`src/hw/rtl/empm_ram.sv`:
```
// generic synchronous ram, one write port and one registered read port
module empm_ram #(
    parameter int WIDTH = 8,
    parameter int DEPTH = 256
) (
    input  logic                     clk,
    input  logic                     wr_en,
    input  logic [$clog2(DEPTH)-1:0] wr_addr,
    input  logic [WIDTH-1:0]         wr_data,
    input  logic [$clog2(DEPTH)-1:0] rd_addr,
    output logic [WIDTH-1:0]         rd_data
);

    logic [WIDTH-1:0] mem [DEPTH];

    always_ff @(posedge clk)
    begin
        if (wr_en)
        begin
            mem[wr_addr] <= wr_data;
        end
        rd_data <= mem[rd_addr];
    end

endmodule

```
`config.mk`:
```
export PLATFORM = sky130hd
export DESIGN_NAME = empm_ram
export DESIGN_NICKNAME = d
export VERILOG_FILES = /design/src/hw/rtl/empm_ram.sv
export SDC_FILE = /design/constraint.sdc
export NUM_CORES = 2
export LEC_CHECK = 0
export BUFFER_PORTS_ARGS = -buffer_cell sky130_fd_sc_hd__clkbuf_2
export CORE_AREA = 2 2 424 426
export DETAILED_ROUTE_END_ITERATION = 8
export DIE_AREA = 0 0 426 428
export HOLD_SLACK_MARGIN = 0.08
export PLACE_DENSITY_LB_ADDON = 0.2
export SYNTH_ARGS = -nofsm -noshare
export SYNTH_HDL_FRONTEND = slang
export SYNTH_SLANG_ARGS = --single-unit
```
`constraint.sdc`:
```
create_clock -name clk -period 3.35 [get_ports clk]
set_input_delay 0.1675 -clock clk [delete_from_list [all_inputs] [get_ports clk]]
set_output_delay 0.1675 -clock clk [all_outputs]
set_load 0.005 [all_outputs]
```
==> results.json <==
{
  "worstRegToRegCells": 5,
  "routed_wl_um": 202000,
  "synthTopCellsByArea": "edfxtp_1 (77%), mux4_2 (13%), mux2i_1 (1.7%), nor2_1 (1.3%), a22oi_1 (1.3%)",
  "yosysTopAreaCell": "edfxtp_1",
  "start_util_pct": 44.8,
  "power_density_nw_per_um2": 586,
  "clockBufferDepth": 3,
  "ys_top_cells_by_count": "edfxtp_1 (2,048), mux4_2 (454), nor2_1 (282)",
  "antenna_found_initial": 8,
  "synth_top_family_by_area": "multiplexers",
  "grt_setup_unrepaired": "false",
  "endpoint_kind": "flop",
  "core.rowCount": 155,
  "synth_seq_cells": 2056,
  "status": "completed",
  "boundaryPins": 34,
  "drive_above_1_share_pct": 27.2,
  "synthMuxAreaShare_pct": 14.6,
  "vias": 39210,
  "ys_async_sr_fraction_pct": 0,
  "reg2reg_slack_ns": 0.59,
  "grt_pass1_vias": 39474,
  "report.final.slew_viol_count": 0,
  "holdWs_ns": 0.164,
  "core_area_um2": 178000,
  "insertion_delay_ns": 0.84,
  "synthAdderAreaFrac_pct": 0,
  "fin_nets": 4150,
  "setup_viol": 0,
  "r2r-end": "rd_data[1]$_DFF_P_",
  "ctsHoldBuffers": 13,
  "fin_crit_ns": 2.76,
  "critPathRequiredTime_ns": 4.00,
  "worstMarginPinSlew_ns": 1.35,
  "ir_drop_uv": 493,
  "route.detailed.wl_per_inst_um": 30.3,
  "first_iter_violations": 4585,
  "fin_crit_sh_pct": 82.3,
  "synth_xor_area_share_pct": 0,
  "crit_type": "flop to flop",
  "syn-num-nets": 3759,
  "worst_clock_skew_ns": 0.0542,
  "htreeDepth": 4,
  "ys_seq_area_share_pct": 77.5,
  "synth_area_um2": 79600,
  "clockRootBuffer": "clkbuf_16",
  "grt_remaining_overflow": 0,
  "grt.total_usage_pct": 22.2,
  "io_buffers": 33,
  "post_cts_buffers": 0,
  "timing.critical_path.to": "rd_data[1]$_DFF_P_",
  "ys.flop_type": "edfxtp_1",
  "worstPathArrival_ns": 3.41,
  "grt_pass1_wl_um": 290000,
  "clock-sinks": 2056,
  "synth.distinct_cells": 55,
  "place_congestion": 0.837,
  "synthSimpleGateAreaFrac_pct": 2.63,
  "dp_hpwl_um": 127000,
  "worst_setup_path_start_kind": "flop",
  "path_max_fanout": 1,
  "min_path_type": "input pin to flop",
  "leakagePower_nw": 28.8,
  "final_util_pct": 51.5,
  "die_x_um": 426,
  "cts_buffers": 205,
  "synth_compound_area_share_pct": 3.42,
  "cts_tree": "built",
  "grt_max_degree": 114,
  "area_growth_pct": 14.9,
  "yosys.area.top_type_share_pct": 77.3,
  "hold_viol": 0,
  "timing.rr.start": "mem[211][1]$_DFFE_PP_",
  "via_per_inst": 5.90,
  "yosysMostFrequentCell": "edfxtp_1",
  "cp-startpoint": "mem[211][1]$_DFFE_PP_",
  "die_area_um2": 182000,
  "postSynthCellCount": 3733,
  "ant_nets": 0,
  "syn_avg_cell_area_um2": 21.3,
  "synth_edf_count": 2048,
  "clkTransAtPathRegs_ns": 0.06,
  "ctsResizeCount": 0,
  "die_h_um": 428,
  "max-slew-margin-rel_pct": 9.48,
  "max_freq_mhz": 363,
  "drc": 0,
  "maxCapViolations": 0,
  "firstDrtPassIters": 6,
  "yosysWarnings": 0
}
[where the power goes]
group	leakage, nW	total [W]	switching, W	internal (W)
logic	7.09	0.00271	0.00172	0.000989
registers	18.5	0.0284	0.0000478	0.0284
clock network	3.20	0.0224	0.00974	0.0127
[cell families (layout without fill, tap and decap cells)]
logic type	Yosys count	count (layout)
AO/OA/AOI/OAI	385	385
buffers and inverters	235	794
other	0	3
AND/OR/NAND/NOR	466	466
flip-flops	2056	2056
multiplexers	591	591
[flip-flops by register name (all words and copies together) (netlist names)]
signal / cells
mem: 2048
rd_data: 8
[worst min-delay path by stage]
stage | from | endpoint | slack [ns] | cells past startpoint
finish | wr_addr[7] | mem[232][6]$_DFFE_PP_ | 0.16 | 4
global route | wr_addr[6] | mem[232][6]$_DFFE_PP_ | 0.14 | 4
CTS | wr_addr[7] | mem[232][6]$_DFFE_PP_ | 0.10 | 4
detailed placement | rd_data[2]$_DFF_P_ | rd_data[2] | 0.63 | 1
global placement | rd_data[2]$_DFF_P_ | rd_data[2] | 0.63 | 1
floorplan | wr_data[0] | mem[0][0]$_DFFE_PP_ | 0.27 | 0
[cell usage in the layout, fill, tap and decap left out, types with 46 or more instances in the layout]
master and instances:
a21oi_1 96, a22oi_1 133, buf_4 332, clkbuf_16 208, clkinv_1 50, edfxtp_1 2048, mux2i_1 134, mux4_2 454
nor2_1 279, o221ai_1 46
[critical path, cell delays in order, from the launching register on]
cell	delay, ns
edfxtp_1	0.36
mux4_2	0.48
a22oi_1	0.25
a21oi_1	0.23
nor4_1	1.17
nor4_1	0.09
[cell type report]
cell class	instances	area, um^2
antenna	3	7.51
clock buffer	256	5440
clock inverter	119	1130
fill	14053	86200
inverter	2	7.51
multi-input combinational	1442	16500
sequential	2056	61700
tap	2355	2950
timing repair buffer	417	3700
[per-layer routing]
layer	global-route usage [%]	share of wire [%]	vias to the layer above
li1	-	-	16494
met1	31.5	42	21117
met2	35.9	50	1350
met3	3.71	6.2	247
met4	5.61	2.1	2
met5	0	0.0065	-
[stage by stage]
| step | cell area (um^2) | TNS, ns | worst slack [ns] | total power, W | cells |
|---|---|---|---|---|---|
| 2_1_floorplan | 79600 | 0 | 1.24 | 0.0303 | 3733 |
| 3_3_place_gp | 84700 | -0.252 | -0.178 | 0.0317 | 6259 |
| 3_5_place_dp | 84700 | -0.0260 | -0.0260 | 0.0317 | 6259 |
| 4_1_cts | 91400 | 0 | 0.529 | 0.0540 | 6647 |
| 5_1_grt | 91400 | 0 | 0.543 | 0.0551 | 6649 |
| 6_report | 91400 | 0 | 0.594 | 0.0535 | 6650 |
(Power assumes the default switching activity.)
