[config.mk]
export PLATFORM = sky130hd
export DESIGN_NAME = empm_alloc
export DESIGN_NICKNAME = d
export VERILOG_FILES = /design/src/hw/rtl/empm_pkg.sv /design/src/hw/rtl/empm_alloc.sv
export SDC_FILE = /design/constraint.sdc
export NUM_CORES = 1
export LEC_CHECK = 0
export BUFFER_PORTS_ARGS = -buffer_cell sky130_fd_sc_hd__buf_2
export CAP_MARGIN = 20
export CORE_MARGIN = 10
export CORE_UTILIZATION = 40
export CTS_BUF_LIST = sky130_fd_sc_hd__clkbuf_16
export DETAILED_ROUTE_END_ITERATION = 16
export PLACE_DENSITY = 0.56
export RECOVER_POWER = 100
export REMOVE_ABC_BUFFERS = 1
export SYNTH_ARGS = -nofsm -noshare
export SYNTH_HDL_FRONTEND = slang
export SYNTH_SLANG_ARGS = --single-unit
[constraint.sdc]
create_clock -name clk -period 3.2 [get_ports clk]
set_clock_uncertainty 0.2 [all_clocks]
set_input_delay 0.32 -clock clk [delete_from_list [all_inputs] [get_ports clk]]
set_output_delay 0.32 -clock clk [all_outputs]
set_load 0.02 [all_outputs]
[src/hw/rtl/empm_pkg.sv]
// shared types, constants and codes for the expanded memory page mapper
package empm_pkg;

    localparam int TOTAL_PAGES  = 1024;
    localparam int HANDLE_COUNT = 255;
    localparam int HANDLES      = 256;
    localparam int WINDOWS      = 4;
    localparam int PAGE_W       = 11;

    localparam logic [10:0] SYS_PAGES   = 11'd4;
    localparam logic [15:0] FRAME_RESET = 16'hE000;
    localparam logic [15:0] VERSION     = 16'h0032;
    localparam logic [15:0] MAP_SIZE    = 16'd8;

    localparam logic [3:0] FN_STATUS  = 4'd0;
    localparam logic [3:0] FN_FRAME   = 4'd1;
    localparam logic [3:0] FN_COUNTS  = 4'd2;
    localparam logic [3:0] FN_ALLOC   = 4'd3;
    localparam logic [3:0] FN_MAP     = 4'd4;
    localparam logic [3:0] FN_FREE    = 4'd5;
    localparam logic [3:0] FN_VERSION = 4'd6;
    localparam logic [3:0] FN_SAVE    = 4'd7;
    localparam logic [3:0] FN_RESTORE = 4'd8;
    localparam logic [3:0] FN_OPEN    = 4'd9;
    localparam logic [3:0] FN_PAGES   = 4'd10;
    localparam logic [3:0] FN_GETMAP  = 4'd11;
    localparam logic [3:0] FN_MAPSIZE = 4'd12;

    localparam logic [3:0] ST_OK          = 4'd0;
    localparam logic [3:0] ST_BAD_HANDLE  = 4'd1;
    localparam logic [3:0] ST_UNKNOWN     = 4'd2;
    localparam logic [3:0] ST_NO_HANDLE   = 4'd3;
    localparam logic [3:0] ST_OVER_TOTAL  = 4'd4;
    localparam logic [3:0] ST_OVER_FREE   = 4'd5;
    localparam logic [3:0] ST_ZERO_PAGES  = 4'd6;
    localparam logic [3:0] ST_BAD_LOGICAL = 4'd7;
    localparam logic [3:0] ST_BAD_WINDOW  = 4'd8;

    typedef struct packed {
        logic [3:0]  func;
        logic [7:0]  handle;
        logic [15:0] page_count;
        logic [15:0] lpage;
        logic [7:0]  window;
    } req_t;

    typedef struct packed {
        logic [3:0]  status;
        logic [15:0] first_word;
        logic [15:0] second_word;
        logic        last;
    } rsp_t;

    typedef struct packed {
        logic       set_en;
        logic       clr_en;
        logic [7:0] idx;
    } hctl_t;

    typedef struct packed {
        logic       any;
        logic [7:0] handle;
    } hfind_t;

endpackage

[src/hw/rtl/empm_alloc.sv]
// handle in-use flags and a registered lowest-free-handle search
module empm_alloc
    import empm_pkg::*;
(
    input  logic       clk,
    input  logic       rst_n,
    input  hctl_t      ctl,
    input  logic [7:0] rd_idx,
    output logic       rd_bit,
    output hfind_t     find
);

    logic [HANDLES-1:0] in_use_reg;
    logic [15:0]        grp_any_reg;
    logic [15:0][3:0]   grp_pos_reg;
    logic [15:0]        grp_any_next;
    logic [15:0][3:0]   grp_pos_next;
    logic [HANDLES-1:0] avail;

    assign rd_bit = in_use_reg[rd_idx];

    // first level: lowest free handle inside each group of sixteen
    always_comb
    begin
        for (int i = 0; i < HANDLES; i++)
        begin
            avail[i] = !in_use_reg[i] && (i >= 1) && (i <= HANDLE_COUNT);
        end
        for (int g = 0; g < 16; g++)
        begin
            grp_any_next[g] = 1'b0;
            grp_pos_next[g] = 4'd0;
            for (int b = 15; b >= 0; b--)
            begin
                if (avail[g*16 + b])
                begin
                    grp_any_next[g] = 1'b1;
                    grp_pos_next[g] = 4'(b);
                end
            end
        end
    end

    // second level over the registered group results
    always_comb
    begin
        find.any    = 1'b0;
        find.handle = 8'd0;
        for (int g = 15; g >= 0; g--)
        begin
            if (grp_any_reg[g])
            begin
                find.any    = 1'b1;
                find.handle = {4'(g), grp_pos_reg[g]};
            end
        end
    end

    always_ff @(posedge clk or negedge rst_n)
    begin
        if (!rst_n)
        begin
            in_use_reg  <= HANDLES'(1);
            grp_any_reg <= '0;
            grp_pos_reg <= '0;
        end
        else
        begin
            if (ctl.set_en)
            begin
                in_use_reg[ctl.idx] <= 1'b1;
            end
            else if (ctl.clr_en)
            begin
                in_use_reg[ctl.idx] <= 1'b0;
            end
            grp_any_reg <= grp_any_next;
            grp_pos_reg <= grp_pos_next;
        end
    end

endmodule

==> impl_metrics.tcl <==
set metrics [dict create \
    finalCritPeriodShare 1.06 \
    final.setup.worst_slack_ns -0.181 \
    peakVddDrop_uv 329 \
    drt-pass1-iter-count 5 \
    clk_pin_slew_ns 0.05 \
    worstMarginPinSlew_ns 1.58 \
    drt_iter0_markers 1463 \
    yosys.area.top_type "dfrtp_1" \
    syn_inst 1849 \
    p_int_mw 7.58 \
    die-height_um 234 \
    slew_violations 15 \
    num-nets-final 1941 \
    worst-path-buf-inv 2 \
    cp_slowest_cell "mux4_2" \
    relSlewSlack -0.0564 \
    crit_chain "mux4_2 > mux2_4 > a22oi_2 > nand2_1 > a41oi_2 > buf_4 > a21oi_4 > a211o_1 > buf_6" \
    swShare 0.261 \
    async_reset_ff_frac 1.00 \
    p_clk_frac 0.432 \
    finalHoldViolations 0 \
    fin_crit_ns 3.38 \
    hold_path_startpoint "ctl[2]" \
    final_common_cell "dfrtp_1" \
    critPathKind "flop to output port" \
    track_usage 0.210 \
    p_sw_mw 2.68 \
    yosys_warnings 0 \
    postSynthAreaPerCell_um2 9.87 \
    synthFlopType "dfrtp_1" \
    cts_root_buf "clkbuf_16" \
    syn_to_final_growth_pct 14.6 \
    routabilityCongestion 0.903 \
    numCtsBuffers 40 \
    grt_pass1_vias 14106 \
    cts_tree "yes" \
    dp_slack_ns -0.165 \
    num_io_pins 30 \
    rsz0062_at_grt "yes" \
    layoutNonFillerInstCount 2549 \
    pwr-share-seq 0.468 \
    setup_viol 2 \
    design.die.area_um2 54600 \
    portBuffers 29 \
    ys_ff_latch 336 \
    synth_edf_count 0 \
    vias_per_cell 5.77 \
    layout.cells.most_common_list "331 x dfrtp_1, 302 x nand2_1, 239 x mux2_2" \
    avgRoutedWirePerCell_um 22.6 \
    fin_util 0.462 \
    clockBufferDepth 3 \
    cp.required_ns 2.68 \
    drtAntennaViolNets 0 \
    hpwl_mm 38.6 \
    status "complete, but fails checks" \
    overflow 0 \
    route.detailed.drc 0 \
    cp.arrival_ns 2.86 \
    drive_above_1_share 0.242 \
    fmax_ghz 0.296 \
    clock_latency_ns 0.56 \
    max_stage_delay_ns 0.49 \
    cellPowerDensity_nw_per_um2 490 \
    ys_seq_area_frac 0.461 \
    dp_cells 2467 \
    min_path_type "input pin to flop" \
    path_max_fanout 2 \
    multiInputGateArea_um2 9260 \
    start_util 0.403 \
    hold_ws_ns 0.0257 \
    syn_area_um2 18300 \
    vias 14703 \
    diodes 0 \
    regArea_um2 8410 \
    path_delay_family "multiplexers" \
    violations "max-capacitance violations, max-slew violations, negative setup slack" \
    p_comb_frac 0.100 \
    grt_pass1_wl_mm 87.2 \
    synthTopCellsByArea "dfrtp_1 46%, mux2_2 15%, nand2_1 6.2%, nor2_1 3.9%, mux2i_1 3.3%" \
    core_region_area_um2 45300 \
    end_kind "output port" \
    fp.dieW_um 234 \
    cts_sinks 336 \
    wl_mm 57.5 \
    core.rowCount 78 \
    synth.distinct_cells 56 \
    leakage_nw 8.84 \
    grt_max_degree 183 \
    setup_tns_ns -0.236 \
    cp-start-kind "flop" \
    netlist.area_leader.share 0.459 \
    antenna_found_initial 2 \
    cts.htree.levels 2 \
    fillers 4300 \
    drv_cap 1 \
]
## final cells by class
cell class	count	share of cell area
multi-input cells	1335	0.443
flip-flops and latches	336	0.402
clock buffers	41	0.0491
repair buffers	134	0.0457
well taps	600	0.0359
inverters	74	0.0133
clock inverters	29	0.0108
## metrics by stage
step,area (µm²),power (mW)
2_1_floorplan,17800,5.29
3_3_place_gp,19500,5.86
3_5_place_dp,19500,5.88
4_1_cts,20900,10.4
5_1_grt,20900,10.7
6_report,20900,10.3
## per-layer routing
metal	vias to the layer above	track usage	share of wire
li1	6732	-	-
met3	105	0.0328	0.062
met5	-	0	0.00047
met1	7380	0.287	0.44
met2	482	0.339	0.47
met4	4	0.0595	0.026
## final timing paths
kind                                   endpoint  slack [ns]  depth (start not counted)
worst max-delay path                     rd_bit       -0.18                          9
worst min-delay path                       flop        0.03                          5
worst max register to register  grp_pos_reg[16]        1.30                          7
worst min register to register  grp_pos_reg[17]        0.32                          1
min in group asynchronous             async pin        0.40                          2
max in group asynchronous       grp_any_reg[14]        0.35                          3
## repair_timing
item,in CTS,in global routing
setup endpoints to repair,5,6
gates resized for setup,23,25
endpoints found under the hold margin,281,0
setup buffers,7,3
cloned,0,0
pin swaps,11,13
hold buffers,2,0
## kinds of logic after synthesis
| kind of cell | Yosys count | share of synthesized area |
|---|---|---|
| AO/OA/AOI/OAI | 304 | 0.104 |
| buffers and inverters | 178 | 0.0418 |
| flip-flops | 336 | 0.461 |
| multiplexers | 337 | 0.228 |
| AND/OR/NAND/NOR | 694 | 0.166 |
## worst min-delay path: cells and delay by family
family,cells,cell delay [ns]
buffers and inverters,1,0.15
AND/OR/NAND/NOR,3,0.20
AO/OA/AOI/OAI,1,0.07
## cells in the mapped netlist (27+ instances only)
master / n
nand3_1: 32
a31oi_1: 50
nand4_1: 54
inv_1: 74
o22ai_1: 32
a21boi_0: 32
mux4_2: 27
nand2_1: 302
mux2i_1: 61
nor2_1: 191
a21oi_1: 36
clkbuf_1: 77
mux2_2: 240
nor2b_1: 36
nor3_1: 49
dfrtp_1: 335
o21ai_0: 94
## power groups by stage
stage          sequential, mW  combinational, mW  clock (mW)
2_1_floorplan            4.76              0.532           0
3_3_place_gp             4.86               1.01           0
3_5_place_dp             4.86               1.02           0
4_1_cts                  4.78               1.05        4.52
5_1_grt                  4.83               1.13        4.70
6_report                 4.80               1.03        4.43
Power figures use the tool's default switching activity.
